$ cat config.mk
export PLATFORM = sky130hd
export DESIGN_NAME = eaps_queue
export DESIGN_NICKNAME = d
export VERILOG_FILES = /design/src/eaps_pkg.sv /design/src/eaps_queue.sv
export VERILOG_INCLUDE_DIRS = /design/src /design/src/src
export SDC_FILE = /design/constraint.sdc
export NUM_CORES = 1
export LEC_CHECK = 0
export ABC_AREA = 0
export BUFFER_PORTS_ARGS = -buffer_cell sky130_fd_sc_hd__buf_2
export CAP_MARGIN = 20
export CORE_UTILIZATION = 50
export DETAILED_ROUTE_END_ITERATION = 10
export PLACE_DENSITY_LB_ADDON = 0.05
export SETUP_SLACK_MARGIN = 0.3
export SLEW_MARGIN = 5
export SYNTH_ARGS = -nofsm -noshare
export SYNTH_HDL_FRONTEND = slang
export SYNTH_SLANG_ARGS = --single-unit
$ cat constraint.sdc
create_clock -name clk -period 5 [get_ports clk]
set_clock_uncertainty 0.15 [all_clocks]
set_input_delay 0.5 -clock clk [delete_from_list [all_inputs] [get_ports clk]]
set_output_delay 0.5 -clock clk [all_outputs]
set_load 0.05 [all_outputs]
$ cat src/edge_aware_2x_pixel_scaler_macros.svh
`ifndef EDGE_AWARE_2X_PIXEL_SCALER_MACROS_SVH
`define EDGE_AWARE_2X_PIXEL_SCALER_MACROS_SVH

// same-cycle implication on clk, off while rst_n is low
`define EAPS_ASSERT_NOW(lbl, ante, cons, msg) \
  lbl: assert property (@(posedge clk) disable iff (!rst_n) (ante) |-> (cons)) \
    else $error(msg);

// next-cycle implication on clk, off while rst_n is low
`define EAPS_ASSERT_NEXT(lbl, ante, cons, msg) \
  lbl: assert property (@(posedge clk) disable iff (!rst_n) (ante) |=> (cons)) \
    else $error(msg);

`endif

$ cat src/eaps_pkg.sv
`default_nettype none

package eaps_pkg;

  localparam int MAX_WIDTH  = 2048;
  localparam int MAX_HEIGHT = 2048;

  localparam int COLOR_W = 24;
  localparam int SIZE_W  = 12;
  localparam int POS_W   = 11;

  localparam int COL_W = $clog2(MAX_WIDTH);
  localparam int WID_W = $clog2(MAX_WIDTH + 1);
  localparam int HGT_W = $clog2(MAX_HEIGHT + 1);

  // queue between front and back
  localparam int QDEPTH = 4;
  localparam int QPTR_W = $clog2(QDEPTH);
  localparam int QCNT_W = $clog2(QDEPTH + 1);

  localparam int CFG_AW = 3;
  localparam int CFG_DW = 32;

  localparam logic [SIZE_W-1:0] WIDTH_RESET  = SIZE_W'(640);
  localparam logic [SIZE_W-1:0] HEIGHT_RESET = SIZE_W'(480);

  typedef enum logic {
    REG_IMAGE_WIDTH  = 1'b0,
    REG_IMAGE_HEIGHT = 1'b1
  } reg_idx_t;

  typedef struct packed {
    logic [COLOR_W-1:0] pixel_color;
    logic               drain;
  } in_req_t;

  typedef struct packed {
    logic [COLOR_W-1:0] top_left;
    logic [COLOR_W-1:0] top_right;
    logic [COLOR_W-1:0] bottom_left;
    logic [COLOR_W-1:0] bottom_right;
    logic [POS_W-1:0]   block_column;
    logic [POS_W-1:0]   block_row;
    logic               frame_end;
  } out_req_t;

  // one block with its edge-clamped neighborhood
  typedef struct packed {
    logic [COLOR_W-1:0] n;
    logic [COLOR_W-1:0] w;
    logic [COLOR_W-1:0] c;
    logic [COLOR_W-1:0] e;
    logic [COLOR_W-1:0] s;
    logic [POS_W-1:0]   col;
    logic [POS_W-1:0]   row;
    logic               frame_end;
  } qent_t;

endpackage

`default_nettype wire

$ cat src/eaps_queue.sv
`default_nettype none
`include "edge_aware_2x_pixel_scaler_macros.svh"

module eaps_queue
  import eaps_pkg::*;
(
  input  wire logic              clk,
  input  wire logic              rst_n,
  input  wire logic              push,
  input  wire qent_t             push_entry,
  input  wire logic              pop,
  output logic [QCNT_W-1:0]      level,
  output logic                   head_valid,
  output qent_t                  head
);

  qent_t             mem_r [QDEPTH];
  logic [QPTR_W-1:0] wr_ptr_r, wr_ptr_nxt;
  logic [QPTR_W-1:0] rd_ptr_r, rd_ptr_nxt;
  logic [QCNT_W-1:0] cnt_r, cnt_nxt;

  always_comb begin
    wr_ptr_nxt = wr_ptr_r;
    rd_ptr_nxt = rd_ptr_r;
    cnt_nxt    = cnt_r;
    if (push) begin
      wr_ptr_nxt = (wr_ptr_r == QPTR_W'(QDEPTH - 1)) ? '0 : (wr_ptr_r + QPTR_W'(1));
    end
    if (pop) begin
      rd_ptr_nxt = (rd_ptr_r == QPTR_W'(QDEPTH - 1)) ? '0 : (rd_ptr_r + QPTR_W'(1));
    end
    if (push && !pop) begin
      cnt_nxt = cnt_r + QCNT_W'(1);
    end else if (pop && !push) begin
      cnt_nxt = cnt_r - QCNT_W'(1);
    end
  end

  always_ff @(posedge clk) begin
    if (!rst_n) begin
      wr_ptr_r <= '0;
      rd_ptr_r <= '0;
      cnt_r    <= '0;
    end else begin
      wr_ptr_r <= wr_ptr_nxt;
      rd_ptr_r <= rd_ptr_nxt;
      cnt_r    <= cnt_nxt;
    end
  end

  always_ff @(posedge clk) begin
    if (push) begin
      mem_r[wr_ptr_r] <= push_entry;
    end
  end

  assign level      = cnt_r;
  assign head_valid = (cnt_r != '0);
  assign head       = mem_r[rd_ptr_r];

  `EAPS_ASSERT_NOW(a_no_overflow, (push && !pop), (cnt_r != QCNT_W'(QDEPTH)),
                   "block pushed into a full queue")
  `EAPS_ASSERT_NOW(a_ptrs_match_empty, (cnt_r == '0), (wr_ptr_r == rd_ptr_r),
                   "queue pointers disagree with an empty count")

endmodule

`default_nettype wire

=== Yosys cells after proc, flatten, opt, wreduce, memory -nomap -nowiden ===
Memory sizes are Yosys's and may differ from the RTL's. A register that Yosys moved wholly into a read port is not among the register bits.
Index checks and enable logic that the tools add are counted.

* Output and inout bits: 147
* Latch bits: 0
* Word-level logic and storage cells: 24
* Memory bits (writable): 572
* Memory bits (read-only): 0
* Memories: 1
* Flip-flop bits (word level): 7
* Input port bits: 147

* Equality and inequality tests: 2
* $mul: 0
* Reductions and logical operators: 6
* $lt $le $gt $ge: 0
* Bitwise operators: 0
* $add $sub $neg: 4
* Mux-type cells: 8
* Divide/modulo/power cells: 0
* Shift-type cells: 0

{| class="wikitable"
|+ Memory list
! name !! depth !! width !! rd ports !! clocked after Yosys merged registers in !! write ports !! line !! source
|-
| mem_r || 4 || 143 || 1 || 1 || 1 || eaps_queue.sv:17 || <nowiki>qent_t mem_r [QDEPTH];</nowiki>
|}

{| class="wikitable"
|+ Operators with widths
! operator !! count
|-
| $mux W2 || 4
|-
| $mux W3 || 2
|-
| $add A2 B1 Y2 const B || 2
|-
| $eq A2 B2 Y1 const B || 2
|-
| $add A3 B1 Y3 const B || 1
|-
| $reduce_bool A3 Y1 || 1
|-
| $sub A3 B1 Y3 const B || 1
|-
| $logic_and A1 B1 Y1 || 2
|-
| $logic_not A1 Y1 || 2
|-
| $mux W1 || 2
|-
| $reduce_bool A2 Y1 || 1
|}

=== Logic depth before layout (Yosys ltp) ===
* Depth in word-level cells: 4
* Depth in mapped cells: 7
* Gate-level depth less buffers: 7

=== Worst setup path before layout ===
OpenSTA, ideal clock, no wires.

* Kind: flip-flop to flip-flop
* Start: register wr_ptr_r[0]
* End: memory mem_r[0][0] (netlist bit) (enable)
* Clock period less this slack: 4.484 ns
* Data arrival time: 3.815 ns
* Setup time: 0.519 ns
* Stages on the path, launching flop included: 4
* Path slack: 0.516 ns
* Path buffers: 0
* Required time: 4.331 ns
* Path through: dfxtp_1 -> inv_1 -> ha_1 -> and2_1

{| class="wikitable"
|+ RTL lines
! item !! line !! source
|-
| start: declaration || eaps_queue.sv:18 || <nowiki>logic [QPTR_W-1:0] wr_ptr_r, wr_ptr_nxt;</nowiki>
|-
| start signal: assignment || eaps_queue.sv:45 || <nowiki>wr_ptr_r <= wr_ptr_nxt;</nowiki>
|-
| end: declaration || eaps_queue.sv:17 ||
|}

No word-level cell before the write port.

==> flow_summary.json <==
{
  "grt_first_pass_wirelength_um": 61800,
  "startpoint_type": "flip-flop",
  "worstSetupPathType": "reg -> out",
  "fillers": 2817,
  "track_usage": 0.192,
  "finalCritPeriodShare": 0.678,
  "slew_violations": 0,
  "wl_um": 40600,
  "hold-path-cell-count": 2,
  "syn_to_final_growth_pct": 26.2,
  "dpl_cell_area_um2": 23200,
  "path_clk_slew_ns": 0.06,
  "peakVddDrop_mv": 0.451,
  "synth_seq_cells": 581,
  "port-buffer-count": 293,
  "start_util": 0.511,
  "required_ns": 4.35,
  "p_leak_nw": 9.04,
  "arrival_ns": 2.74,
  "slew-limit-headroom": 0.420,
  "regToRegSetupSlack_ns": 2.69,
  "totalNegativeSetupSlack_ns": 0,
  "grt_max_degree": 74,
  "synth_compound_area_frac": 0.000951,
  "dp_hpwl_um": 23100,
  "syn_avg_cell_area_um2": 26.7,
  "numCtsBuffers": 59,
  "p_clk_frac": 0.380,
  "cts_resized": 0,
  "r2r-end": "mem_r[3][105]",
  "die_x_um": 207,
  "gp_congestion": 0.708,
  "synthXorXnorAreaFrac": 0.000832,
  "worstPathMaxFanout": 51,
  "synthSimpleGateAreaFrac": 0.00398,
  "combPwrFrac": 0.127,
  "drt_pass1_iterations": 6,
  "cts_setup_buffers": 0,
  "drcViolationCount": 0,
  "drive_above_1_share": 0.414,
  "hp-class": "in -> reg",
  "vias": 9830,
  "p_int_mw": 8.67,
  "status": "completed",
  "htreeDepth": 2,
  "synth_cells": 790,
  "synth_area_leaders": "edfxtp_1 82%, mux4_2 15%, dfxtp_1 0.86%",
  "fin_area_um2": 26600,
  "cts_hold_buf": 143,
  "ant_nets": 0,
  "io_pins": 294,
  "swShare": 0.244,
  "synth_adder_area_share": 0.00452,
  "ys_seq_area_frac": 0.824,
  "min_period_ns": 3.39,
  "fin_nets": 1422,
  "finalSetupViolations": 0,
  "powerDensity_nw_per_um2": 432,
  "core_area_um2": 41200,
  "end_kind": "output pin",
  "tritoncts": "done",
  "worst_pin_slew_ns": 0.870,
  "clock_path_buffers": 3,
  "drt_iter0_markers": 625,
  "hold_slack_ns": 0.0656,
  "clock-root-buffer": "clkbuf_16",
  "yosys_warnings": 0,
  "syn_nets": 944,
  "yosysTopAreaCell": "edfxtp_1",
  "fp.dieArea_um2": 42900,
  "r2r_start": "wr_ptr_r[0]",
  "overflow": 0,
  "fmax_mhz": 295,
  "final_hold_viol_count": 0,
  "grt_pass1_vias": 10600,
  "rows": 74,
  "worst-r2r-cell-count": 3,
  "pwr-share-seq": 0.493,
  "finalPower_mw": 11.5,
  "viasPerCell": 5.31,
  "hold_start": "rst_n",
  "die_height_um": 207,
  "clock-sinks": 581,
  "clk_latency_ns": 0.59,
  "rsz0062_at_grt": "false",
  "synth_top_area_share": 0.816,
  "wl_per_cell_um": 21.9,
  "yosysUniqueCellTypes": 20,
  "netlist_area_um2": 21100,
  "synth_top_family_by_area": "multiplexers",
  "muxShareOfSynthArea": 0.155,
  "antenna_found_initial": 4,
  "max-cap-violations": 0,
  "p_switching_mw": 2.80
}
flip-flops by register name (all words and copies together) (netlist names), named ones only:
register,cells
mem_r,572
rd_ptr_r,2
level,3
wr_ptr_r,2
worst max-delay path by stage:
stage / end / slack, ns / cells past startpoint
after floorplan: mem_r[0][0] / 0.52 / 3
after global placement: head[122] / 2.21 / 3
after detailed placement: head[116] / 2.20 / 3
after CTS: head[116] / 1.54 / 3
after global routing: head[79] / 1.49 / 3
final: head[122] / 1.61 / 3
metrics by stage:
stage               std cells  utilization  worst slack, ns
finish                   1851        0.645             1.61
floorplan                 790            -            0.516
global route             1851        0.645             1.49
global placement         1596        0.563             2.21
detailed placement       1596        0.563             2.20
CTS                      1849        0.645             1.54
Yosys cell counts:
cell	n
nor2b_1	5
clkbuf_1	7
and2_1	5
or3_1	2
nor3_1	1
edfxtp_1	572
buf_2	16
mux2i_1	4
inv_1	4
xor2_1	1
o21a_1	1
mux4_2	143
buf_6	9
ha_1	6
xnor2_1	1
fa_1	1
dfxtp_1	9
nor2_1	1
o21ai_0	1
a21boi_0	1
area by class of cell:
cell class / instances / area [µm²] / share of cell area
sequential: 581 / 17400 / 0.654
clock buffer: 72 / 1560 / 0.0585
clock inverter: 38 / 394 / 0.0148
timing repair buffer: 449 / 3080 / 0.116
inverter: 4 / 15.0 / 0.000565
multi-input combinational: 173 / 3490 / 0.131
antenna: 2 / 5.00 / 0.000188
tap: 532 / 666 / 0.0251
power groups by stage:
stage	clock, mW	combinational [mW]	sequential (mW)
floorplan	0	1.01	5.76
global placement	0	1.38	5.75
detailed placement	0	1.39	5.76
CTS	4.48	1.48	5.66
global route	4.65	1.53	5.67
finish	4.36	1.46	5.65
cells by family (layout without fill, tap and decap cells):
kind of cell             count (synthesis)  in the layout
AO/OA/AOI/OAI                            3              3
buffers and inverters                   36            563
XOR/XNOR                                 2              2
multiplexers                           147            147
adder cells (fa/ha/maj)                  7              7
flip-flops                             581            581
AND/OR/NAND/NOR                         14             14
other                                    0              2
critical path, stage by stage, from the launching register on:
cell,delay [ns]
dfxtp_4,0.85
buf_4,0.56
mux4_2,0.40
buf_2,0.23
per-layer routing:
metal	GRT usage	vias to the layer above	routed length, µm
li1	-	4383	-
met1	0.251	5132	17100
met2	0.319	261	20200
met3	0.0564	50	2620
met4	0.0499	4	663
met5	0	-	23
cell usage in the layout, fill, tap and decap left out, types with 2 or more instances in the layout:
master and count:
and2_4 4, buf_12 7, buf_2 293, buf_4 6
bufinv_16 8, clkbuf_1 10, clkbuf_16 59, clkbuf_8 3
clkinv_1 10, clkinv_2 14, clkinvlp_4 5, dfxtp_1 7
dfxtp_4 2, diode_2 2, dlygate4sd3_1 143, edfxtp_1 572
ha_1 6, inv_1 4, mux2i_1 4, mux4_2 143
nor2b_1 5, or3_1 2
(Power assumes the default switching activity.)
