**config.mk**
```make
export PLATFORM = sky130hd
export DESIGN_NAME = eaps_back
export DESIGN_NICKNAME = d
export VERILOG_FILES = /design/src/edge_aware_2x_pixel_scaler_macros.svh /design/src/eaps_pkg.sv /design/src/eaps_back.sv
export SDC_FILE = /design/constraint.sdc
export NUM_CORES = 1
export LEC_CHECK = 0
export BUFFER_PORTS_ARGS = -buffer_cell sky130_fd_sc_hd__buf_4
export CORE_UTILIZATION = 45
export DETAILED_ROUTE_END_ITERATION = 10
export PLACE_DENSITY_LB_ADDON = 0.15
export SLEW_MARGIN = 20
export SYNTH_ARGS = -nofsm -noshare
export SYNTH_HDL_FRONTEND = slang
export SYNTH_SLANG_ARGS = --single-unit
```
**constraint.sdc**
```tcl
create_clock -name clk -period 29.3 [get_ports clk]
set_input_delay 8.79 -clock clk [delete_from_list [all_inputs] [get_ports clk]]
set_output_delay 8.79 -clock clk [all_outputs]
set_load 0.05 [all_outputs]
```
**src/edge_aware_2x_pixel_scaler_macros.svh**
```systemverilog
`ifndef EDGE_AWARE_2X_PIXEL_SCALER_MACROS_SVH
`define EDGE_AWARE_2X_PIXEL_SCALER_MACROS_SVH

// same-cycle implication on clk, off while rst_n is low
`define EAPS_ASSERT_NOW(lbl, ante, cons, msg) \
  lbl: assert property (@(posedge clk) disable iff (!rst_n) (ante) |-> (cons)) \
    else $error(msg);

// next-cycle implication on clk, off while rst_n is low
`define EAPS_ASSERT_NEXT(lbl, ante, cons, msg) \
  lbl: assert property (@(posedge clk) disable iff (!rst_n) (ante) |=> (cons)) \
    else $error(msg);

`endif

```
**src/eaps_pkg.sv**
```systemverilog
`default_nettype none

package eaps_pkg;

  localparam int MAX_WIDTH  = 2048;
  localparam int MAX_HEIGHT = 2048;

  localparam int COLOR_W = 24;
  localparam int SIZE_W  = 12;
  localparam int POS_W   = 11;

  localparam int COL_W = $clog2(MAX_WIDTH);
  localparam int WID_W = $clog2(MAX_WIDTH + 1);
  localparam int HGT_W = $clog2(MAX_HEIGHT + 1);

  // queue between front and back
  localparam int QDEPTH = 4;
  localparam int QPTR_W = $clog2(QDEPTH);
  localparam int QCNT_W = $clog2(QDEPTH + 1);

  localparam int CFG_AW = 3;
  localparam int CFG_DW = 32;

  localparam logic [SIZE_W-1:0] WIDTH_RESET  = SIZE_W'(640);
  localparam logic [SIZE_W-1:0] HEIGHT_RESET = SIZE_W'(480);

  typedef enum logic {
    REG_IMAGE_WIDTH  = 1'b0,
    REG_IMAGE_HEIGHT = 1'b1
  } reg_idx_t;

  typedef struct packed {
    logic [COLOR_W-1:0] pixel_color;
    logic               drain;
  } in_req_t;

  typedef struct packed {
    logic [COLOR_W-1:0] top_left;
    logic [COLOR_W-1:0] top_right;
    logic [COLOR_W-1:0] bottom_left;
    logic [COLOR_W-1:0] bottom_right;
    logic [POS_W-1:0]   block_column;
    logic [POS_W-1:0]   block_row;
    logic               frame_end;
  } out_req_t;

  // one block with its edge-clamped neighborhood
  typedef struct packed {
    logic [COLOR_W-1:0] n;
    logic [COLOR_W-1:0] w;
    logic [COLOR_W-1:0] c;
    logic [COLOR_W-1:0] e;
    logic [COLOR_W-1:0] s;
    logic [POS_W-1:0]   col;
    logic [POS_W-1:0]   row;
    logic               frame_end;
  } qent_t;

endpackage

`default_nettype wire

```
**src/eaps_back.sv**
```systemverilog
`default_nettype none

module eaps_back
  import eaps_pkg::*;
(
  input  wire logic  clk,
  input  wire logic  rst_n,
  input  wire logic  q_valid,
  input  wire qent_t q_head,
  output logic       q_pop,
  output logic       out_valid,
  input  wire logic  out_stall,
  output out_req_t   out_req
);

  logic     out_valid_r, out_valid_nxt;
  out_req_t out_req_r;
  out_req_t blk;

  logic w_eq_n, n_eq_e, w_eq_s, s_eq_e;

  assign w_eq_n = (q_head.w == q_head.n);
  assign n_eq_e = (q_head.n == q_head.e);
  assign w_eq_s = (q_head.w == q_head.s);
  assign s_eq_e = (q_head.s == q_head.e);

  always_comb begin
    blk.top_left     = (w_eq_n && !n_eq_e && !w_eq_s) ? q_head.w : q_head.c;
    blk.top_right    = (n_eq_e && !w_eq_n && !s_eq_e) ? q_head.e : q_head.c;
    blk.bottom_left  = (w_eq_s && !w_eq_n && !s_eq_e) ? q_head.w : q_head.c;
    blk.bottom_right = (s_eq_e && !w_eq_s && !n_eq_e) ? q_head.e : q_head.c;
    blk.block_column = q_head.col;
    blk.block_row    = q_head.row;
    blk.frame_end    = q_head.frame_end;
  end

  assign q_pop         = q_valid && (!out_valid_r || !out_stall);
  assign out_valid_nxt = q_pop || (out_valid_r && out_stall);

  always_ff @(posedge clk) begin
    if (!rst_n) begin
      out_valid_r <= 1'b0;
    end else begin
      out_valid_r <= out_valid_nxt;
    end
  end

  always_ff @(posedge clk) begin
    if (q_pop) begin
      out_req_r <= blk;
    end
  end

  assign out_valid = out_valid_r;
  assign out_req   = out_req_r;

endmodule

`default_nettype wire

```
=== After elaboration in Yosys (flattened, before gate mapping) ===
Cells that the tools add are included.

* Register bits: 120
* Input port bits: 147
* Output and inout port bits: 121
* Word-level logic and storage cells: 34

* Equality and inequality tests: 4
* Reduce and logical (&&, ||, !) cells: 18
* Multiplexer cells: 4

{| class="wikitable"
|+ Operator list
! operator !! number
|-
| 24-bit equality test || 4
|-
| 24-bit 2-to-1 mux || 4
|-
| 1-bit logical AND || 10
|-
| 1-bit zero test || 6
|-
| 1-bit logical OR || 2
|}

=== Logic depth before layout (Yosys ltp) ===
Gate-level depths: netlist of the first run.

* Word-level depth: 5
* Mapped depth: 7

=== Worst setup path before layout of the first run ===
OpenSTA, ideal clock, no wires.

* Kind: input to output
* Start point: input q_valid
* End point: output q_pop
* Path slack: 2.061 ns
* Arrival: 18.449 ns
* Data required time: 20.510 ns
* Cell stages on the path: 1
* Path buffers: 0
* Cell sequence: a21boi_0

* Word-level cells in the longest chain between the ends: 1

{| class="wikitable"
|+ Ends and longest elaborated chain
! item !! RTL line !! source
|-
| start, declared || eaps_back.sv:8 || <nowiki>input wire logic q_valid,</nowiki>
|-
| 1-bit logical AND || eaps_back.sv:37 || <nowiki>assign q_pop = q_valid && (!out_valid_r || !out_stall);</nowiki>
|-
| end, declared || eaps_back.sv:10 || <nowiki>output logic q_pop,</nowiki>
|}

Every way passes these cells.

=== Worst setup path after layout of the first run ===
Same ends and word-level chain as after synthesis.

==> results.sh, run 1 <==
export IMPL_post_route_worst_setup_slack_ps=10520
export IMPL_grt_util_met1_pct=27.47
export IMPL_worstPathArrival_ps=9990
export IMPL_globalRouteMet2Util_pct=42.38
export IMPL_grt_use_total_pct=24.41
export IMPL_floorplan_die_area_mm2=0.01435
export IMPL_start_kind="primary input"
export IMPL_vias_per_cell=5.034
export IMPL_overflow=0
export IMPL_ys_types=15
export IMPL_hold_path_end="out_valid"
export IMPL_synth_area_leader_cell="edfxtp_1"
export IMPL_area_growth_syn_to_layout_pct=45.06
export IMPL_r2r_cells=2
export IMPL_ys_warnings_count=0
export IMPL_cts_buffer_depth=2
export IMPL_leakage_nw=3.940
export IMPL_via_count=4163
export IMPL_drt_pre_antenna_iters=4
export IMPL_grt_pass1_vias=4320
export IMPL_post_cts_buffers=0
export IMPL_reg2reg_slack_ps=27790
export IMPL_timing_setup_critical_path_class="primary input to primary output"
export IMPL_syn_mean_instance_area_um2=17.39
export IMPL_setup_tns_final_ps=0
export IMPL_dp_hpwl_um=12800
export IMPL_dp_slack_ps=10590
export IMPL_tightest_slew_ps=662.8
export IMPL_worstHoldStart="out_valid"
export IMPL_clock_tree_from_tritoncts="done"
export IMPL_fmax_mhz=53.26
export IMPL_core_area_mm2=0.01340
export IMPL_post_synth_inst_count=359
export IMPL_postSynthRegisterBits=120
export IMPL_port_buffers=267
export IMPL_synth_yosys_seq_area_share_pct=57.54
export IMPL_antenna_found_initial=0
export IMPL_maximum_number_of_pins_on_one_net_before_global_route_repair=121
export IMPL_layout_drive_gt1_share_pct=62.52
export IMPL_nNetsFinal=785
export IMPL_hold_violations=0
export IMPL_final_max_slew_violation_count=0
export IMPL_globalplace_congestion=0.8373
export IMPL_regToRegEndpoint="out_req[62]"
export IMPL_cell_area_after_synthesis_mm2=0.006245
export IMPL_synth_area_leaders="edfxtp_1 57%, mux2_4 19%, xnor2_1 9.0%, xor2_1 4.5%, mux2_2 2.9%"
export IMPL_status="completed"
export IMPL_grt_setup_unrepaired="no"
export IMPL_drc_errors=0
export IMPL_synth_fp_nets=506
export IMPL_dieWidth_um=119.8
export IMPL_use_met3_pct=8.270
export IMPL_max_cap_violations=0
export IMPL_min_path_type="register to register"
export IMPL_cts_made_buffers=17
export IMPL_worst_ir_drop_vdd_mv=0.04046
export IMPL_post_layout_total_power_uw=535.5
export IMPL_layout_commonest_cell="buf_4"
export IMPL_layout_worst_path_cycle_share_pct=64.09
export IMPL_setup_violations=0
export IMPL_timing_critical_path_to_type="primary output"
export IMPL_power_per_cell_area_mw_per_mm2=59.12
export IMPL_relSlewSlack_pct=55.81
export IMPL_worst_ep_required_time_ps=20510
export IMPL_worst_setup_hold_path_clk_slew_ps=60
export IMPL_worst_hold_path_num_cells=2
export IMPL_initialDrtViolationCount=192
export IMPL_routed_wire_length_per_instance_um=20.85
export IMPL_highest_utilization_routing_layer_at_the_global_route_stage="met2"
export IMPL_regToRegStartpoint="out_valid"
export IMPL_post_cts_resize_count=0
export IMPL_yosysTopAreaCellShare_pct=57.22
export IMPL_fp_row_count=42
export IMPL_floorplan_initialDensity_pct=46.60
export IMPL_timing_clock_skew_ps=7.394
export IMPL_detail_route_wirelength_um=17240
export IMPL_final_min_clock_period_ps=18780
export IMPL_top_level_ports=268
export IMPL_ctsHtreeMaxLevel=4
export IMPL_vert_die_dim_um=119.8
export IMPL_global_route_wire_length_before_repair_um=25160
export IMPL_hold_buffer_count_at_cts=0
export IMPL_cts_sinks=120
export IMPL_most_used_cells_in_the_layout_excluding_fill_and_tap_cells="267 x buf_4, 119 x edfxtp_1, 80 x mux2_4, 64 x xnor2_1, 32 x xor2_1"
export IMPL_cts_root_buffer_cell="clkbuf_16"
export IMPL_drt_antenna_violating_nets=0
export IMPL_num_antenna_cells=0
export IMPL_timing_critical_path_fanout_max=120
export IMPL_clkLatencyLatePin_ps=420
area by class of cell:
type | count | area, um^2
Timing Repair Buffer | 268 | 2024
Clock inverter | 14 | 219.0
Sequential cell | 120 | 3593
Multi-Input combinational cell | 231 | 2572
Tap cell | 176 | 220.2
Fill cell | 954 | 4342
Clock buffer | 18 | 429.2
registers in the layout (all words and copies together), names as in the netlist:
signal and flops:
out_req 119, out_valid 1
synth_stat cells:
library cell	instances
nand4_1	16
a21oi_1	1
nand3b_4	4
xnor2_1	64
nor2b_1	1
mux2_2	16
dfxtp_1	1
a21boi_0	1
edfxtp_1	119
xor2_1	32
nand3_2	4
nor4_1	8
buf_6	8
nor4_2	4
mux2_4	80
routing by layer:
layer | up-vias | wire length, um
li1 | 1929 | -
met1 | 2016 | 6593
met2 | 197 | 8893
met3 | 21 | 1412
met4 | 0 | 343
met5 | - | 0
power by group:
part | internal, mW | switching (mW)
combinational | 0.0412 | 0.0611
clock | 0.151 | 0.0778
sequential | 0.201 | 0.00293
total | 0.394 | 0.142
stage by stage:
step	cells	utilization, %	hold WS (ps)	cell area, um^2
floorplan	359	-	759.9	6245
global placement	795	62.76	572.2	8411
detailed placement	795	62.76	586.5	8411
CTS	827	67.60	611.4	9059
global route	827	67.60	633.7	9059
finish	827	67.60	602.6	9059
kinds of logic (layout without fill, tap and decap cells):
logic type | Yosys count | after routing | synth area share (%)
AO/OA/AOI/OAI | 2 | 2 | 0.2003
multiplexers | 96 | 96 | 22.12
AND/OR/NAND/NOR | 37 | 37 | 5.230
buffers and inverters | 8 | 300 | 1.443
XOR/XNOR | 96 | 96 | 13.46
flip-flops | 120 | 120 | 57.54
worst max path at each step:
stage                  from    end  slack [ps]  cells past startpoint
floorplan           q_valid  q_pop        2060                      1
detailed placement  q_valid  q_pop       10590                      4
finish              q_valid  q_pop       10520                      4
CTS                 q_valid  q_pop       10560                      4
global route        q_valid  q_pop       10500                      4
global placement    q_valid  q_pop       10610                      4
critical path, cell delays in order:
cell	delay [ps]
buf_4	90
a21boi_4	190
buf_12	480
buf_4	320
No activity file was read; power rests on OpenSTA's default activity.
==> inputs of run 2 (changes only) <==
clock period = 18.7 ns   (was 29.3 ns; I/O delays follow)
==> run 2 against run 1 <==
  * Global-route usage is 0.76 points higher
  * Critical endpoint unchanged
  * Combinational power rose by 58%
  * Register-to-register slack worse by 11000 ps
==> results.sh, run 2 (synthesized netlist as in run 1, its figures left out) <==
export IMPL_status="completed"
export IMPL_post_cts_resize_count=0
export IMPL_post_layout_total_power_uw=823.5
export IMPL_clock_tree_from_tritoncts="done"
export IMPL_dieWidth_um=119.8
export IMPL_most_used_cells_in_the_layout_excluding_fill_and_tap_cells="267 x buf_4, 119 x edfxtp_1, 80 x mux2_4, 64 x xnor2_1, 32 x xor2_1"
export IMPL_reg2reg_slack_ps=17210
export IMPL_worstPathArrival_ps=6800
export IMPL_worst_ep_required_time_ps=13090
export IMPL_clkLatencyLatePin_ps=410
export IMPL_globalplace_congestion=0.8510
export IMPL_antenna_found_initial=0
export IMPL_via_count=4193
export IMPL_routed_wire_length_per_instance_um=21.52
export IMPL_vias_per_cell=5.070
export IMPL_floorplan_initialDensity_pct=46.60
export IMPL_num_antenna_cells=0
export IMPL_grt_use_total_pct=25.17
export IMPL_port_buffers=267
export IMPL_power_per_cell_area_mw_per_mm2=91.16
export IMPL_min_path_type="register to register"
export IMPL_final_area_mm2=0.009034
export IMPL_setup_violations=0
export IMPL_layout_commonest_cell="buf_4"
export IMPL_tightest_slew_ps=679.8
export IMPL_cts_sinks=120
export IMPL_dp_hpwl_um=13140
export IMPL_fp_row_count=42
export IMPL_relSlewSlack_pct=54.68
export IMPL_drt_pre_antenna_iters=4
export IMPL_fmax_mhz=80.61
export IMPL_worst_setup_hold_path_clk_slew_ps=60
export IMPL_timing_critical_path_fanout_max=120
export IMPL_grt_pass1_vias=4516
export IMPL_cts_buffer_depth=2
export IMPL_setup_tns_final_ps=0
export IMPL_top_level_ports=268
export IMPL_layout_worst_path_cycle_share_pct=66.34
export IMPL_layout_drive_gt1_share_pct=62.83
export IMPL_timing_setup_critical_path_class="primary input to primary output"
export IMPL_cts_made_buffers=17
export IMPL_post_cts_buffers=0
export IMPL_core_area_mm2=0.01340
export IMPL_final_min_clock_period_ps=12410
export IMPL_start_kind="primary input"
export IMPL_initialDrtViolationCount=291
export IMPL_timing_critical_path_to_type="primary output"
export IMPL_detail_route_wirelength_um=17800
export IMPL_maximum_number_of_pins_on_one_net_before_global_route_repair=121
export IMPL_worst_ir_drop_vdd_mv=0.06505
export IMPL_hold_violations=0
export IMPL_leakage_nw=3.934
export IMPL_vert_die_dim_um=119.8
export IMPL_ctsHtreeMaxLevel=4
export IMPL_floorplan_die_area_mm2=0.01435
export IMPL_drt_antenna_violating_nets=0
export IMPL_hold_buffer_count_at_cts=0
export IMPL_final_max_slew_violation_count=0
export IMPL_max_cap_violations=0
export IMPL_area_growth_syn_to_layout_pct=44.66
export IMPL_cts_root_buffer_cell="clkbuf_16"
export IMPL_largest_reg_flops=119
export IMPL_overflow=0
export IMPL_placement_cell_area_mm2=0.008411
export IMPL_drc_errors=0
export IMPL_global_route_wire_length_before_repair_um=25980
export IMPL_nNetsFinal=785
export IMPL_timing_clock_skew_ps=4.089
export IMPL_grt_setup_unrepaired="no"
run 2: cell types whose count changed in the layout (fill, tap and decap cells not counted):
cell and delta:
bufinv_16 -2, clkinv_4 +4, clkbuf_8 +2, clkinv_2 +1, clkinv_1 -1, clkbuf_1 -1, inv_6 -2, clkinvlp_4 -1
run 2: final timing paths:
path | endpoint | cells after the start | start
worst min register to register | out_valid | 2 | out_valid
worst max register to register | out_req[92] | 2 | out_valid
worst max-delay path | q_pop | 4 | out_stall
worst min-delay path | out_valid | 2 | out_valid
run 2: cell type report:
type,count,area (um^2)
repair buffers,268,2024
clock inverters,13,170.2
fillers,985,4367
well taps,176,220.2
clock buffers,19,452.9
flip-flops and latches,120,3593
multi-input cells,231,2572
run 2: critical path: stages:
cell      delay [ps]
buf_4            120
a21boi_4         140
buf_12           480
buf_4            320
run 2: metal layers:
layer  vias to the layer above  routed length (um)  track usage, %
met1                      2042                6815           29.02
li1                       1928                   -               -
met2                       205                9356           44.22
met3                        18                1372           8.317
met5                         -                   0               0
met4                         0                 257           7.422
run 2: metrics by stage:
| stage | hold slack [ps] | setup WS, ps | utilization [%] | std cells |
|---|---|---|---|---|
| floorplan | 762.7 | 1181 | - | 359 |
| global placement | 586.7 | 6376 | 62.76 | 795 |
| detailed placement | 596.2 | 6337 | 62.76 | 795 |
| CTS | 605.4 | 6333 | 67.41 | 827 |
| global route | 678.7 | 6264 | 67.41 | 827 |
| finish | 608.6 | 6294 | 67.41 | 827 |
run 2: where the power goes:
group	internal (mW)	switching, mW	total [mW]
clock	0.218	0.125	0.343
sequential	0.315	0.00504	0.320
combinational	0.0645	0.0963	0.161
total	0.597	0.226	0.823
==> inputs of run 3 (changes only) <==
CORE_UTILIZATION = 44   (was 45)
clock period = 10.05 ns   (was 18.7 ns; I/O delays follow)
==> run 3 against run 2 <==
  * Sequential cell count stayed put
  * Critical path type unchanged
  * Final cell count is 0.60% higher
  * Clock skew is 2.4 ps higher
  * Largest power group unchanged
  * Critical endpoint unchanged
  * Critical path depth stayed put
==> results.sh, run 3 (synthesized netlist as in run 1, its figures left out) <==
export IMPL_dieWidth_um=121.1
export IMPL_nNetsFinal=786
export IMPL_initialDrtViolationCount=184
export IMPL_port_buffers=267
export IMPL_relSlewSlack_pct=40.01
export IMPL_r2r_cells=3
export IMPL_worst_ir_drop_vdd_mv=0.1166
export IMPL_clock_tree_from_tritoncts="done"
export IMPL_drt_pre_antenna_iters=4
export IMPL_area_growth_syn_to_layout_pct=44.30
export IMPL_final_fill_count=1085
export IMPL_timing_critical_path_to="q_pop"
export IMPL_setup_violations=0
export IMPL_leakage_nw=3.926
export IMPL_antenna_found_initial=0
export IMPL_timing_critical_path_to_type="primary output"
export IMPL_post_cts_buffers=0
export IMPL_status="completed"
export IMPL_fmax_mhz=139.0
export IMPL_cts_root_buffer_cell="clkbuf_16"
export IMPL_floorplan_initialDensity_pct=44.99
export IMPL_layout_commonest_cell="buf_4"
export IMPL_max_cap_violations=0
export IMPL_grt_setup_unrepaired="no"
export IMPL_core_area_mm2=0.01388
export IMPL_largest_reg_flops=119
export IMPL_hold_buffer_count_at_cts=0
export IMPL_fp_row_count=43
export IMPL_reg2reg_slack_ps=7690
export IMPL_num_antenna_cells=0
export IMPL_top_level_ports=268
export IMPL_timing_critical_path_fanout_max=51
export IMPL_worstPathArrival_ps=4180
export IMPL_clkLatencyLatePin_ps=410
export IMPL_tightest_slew_ps=899.9
export IMPL_dp_hpwl_um=13170
export IMPL_start_kind="primary input"
export IMPL_drt_antenna_violating_nets=0
export IMPL_min_path_type="register to register"
export IMPL_ctsHtreeMaxLevel=4
export IMPL_regToRegStartpoint="out_valid"
export IMPL_worst_ep_required_time_ps=7040
export IMPL_maximum_number_of_pins_on_one_net_before_global_route_repair=71
export IMPL_routed_wire_length_per_instance_um=20.96
export IMPL_worst_hold_path_num_cells=2
export IMPL_grt_pass1_vias=4408
export IMPL_globalplace_congestion=0.8720
export IMPL_startpoint="q_valid"
export IMPL_most_used_cells_in_the_layout_excluding_fill_and_tap_cells="269 x buf_4, 119 x edfxtp_1, 80 x mux2_4, 64 x xnor2_1, 32 x xor2_1"
export IMPL_global_route_wire_length_before_repair_um=25060
export IMPL_power_per_cell_area_mw_per_mm2=167.4
export IMPL_worst_setup_hold_path_clk_slew_ps=50
export IMPL_grt_use_total_pct=23.86
export IMPL_setup_tns_final_ps=0
export IMPL_regToRegEndpoint="out_req[19]"
export IMPL_timing_clock_skew_ps=6.446
export IMPL_final_min_clock_period_ps=7194
export IMPL_hold_violations=0
export IMPL_overflow=0
export IMPL_layout_worst_path_cycle_share_pct=71.58
export IMPL_vias_per_cell=5.023
export IMPL_floorplan_die_area_mm2=0.01467
export IMPL_via_count=4179
export IMPL_drc_errors=0
export IMPL_cts_buffer_depth=2
export IMPL_layout_drive_gt1_share_pct=62.73
export IMPL_final_max_slew_violation_count=0
export IMPL_detail_route_wirelength_um=17440
export IMPL_cts_sinks=120
export IMPL_post_cts_resize_count=0
export IMPL_post_layout_total_power_mw=1.509
export IMPL_cts_made_buffers=17
export IMPL_vert_die_dim_um=121.1
export IMPL_timing_setup_critical_path_class="primary input to primary output"
## run 3: worst min-delay path by stage
stage	end	startpoint
2_1_floorplan	out_valid	out_valid
3_3_place_gp	out_valid	out_valid
3_5_place_dp	out_valid	out_valid
4_1_cts	out_valid	out_valid
5_1_grt	out_valid	out_valid
6_report	out_valid	out_valid
## run 3: critical path, cell delays in order
cell and delay, ps:
buf_4 90, a21boi_4 160, buf_4 550, buf_4 320
## run 3: per-stage QoR
stage | instance area [um^2] | hold WS (ps) | setup WS, ps | util, % | cells
floorplan | 6248 | 774.3 | 245.3 | - | 359
global placement | 8411 | 569.3 | 2910 | 60.59 | 800
detailed placement | 8411 | 641.8 | 2849 | 60.59 | 800
CTS | 9011 | 649.4 | 2842 | 64.92 | 832
global route | 9011 | 687.3 | 2804 | 64.92 | 832
finish | 9011 | 645.7 | 2856 | 64.92 | 832
## run 3: power by group
group          internal, mW  leakage [nW]  switching [mW]
Sequential            0.586          1.16         0.00883
Clock                 0.390         0.287           0.225
Combinational         0.120          2.48           0.179
Total                  1.10          3.93           0.413
## run 3: cell type report
cell class | count | area (um^2) | area share [%]
Sequential cell | 120 | 3593 | 39.88
Tap cell | 180 | 225.2 | 2.499
Multi-Input combinational cell | 231 | 2572 | 28.55
Clock inverter | 15 | 175.2 | 1.944
Timing Repair Buffer | 269 | 2019 | 22.41
Clock buffer | 17 | 425.4 | 4.721
## run 3: per-layer routing
metal | GRT usage (%) | part of all wire [%] | vias up
met2 | 43.04 | 52 | 171
met1 | 26.32 | 38 | 2063
met5 | 0 | 0 | -
met3 | 7.378 | 7.7 | 20
met4 | 8.333 | 1.6 | 0
li1 | - | - | 1925
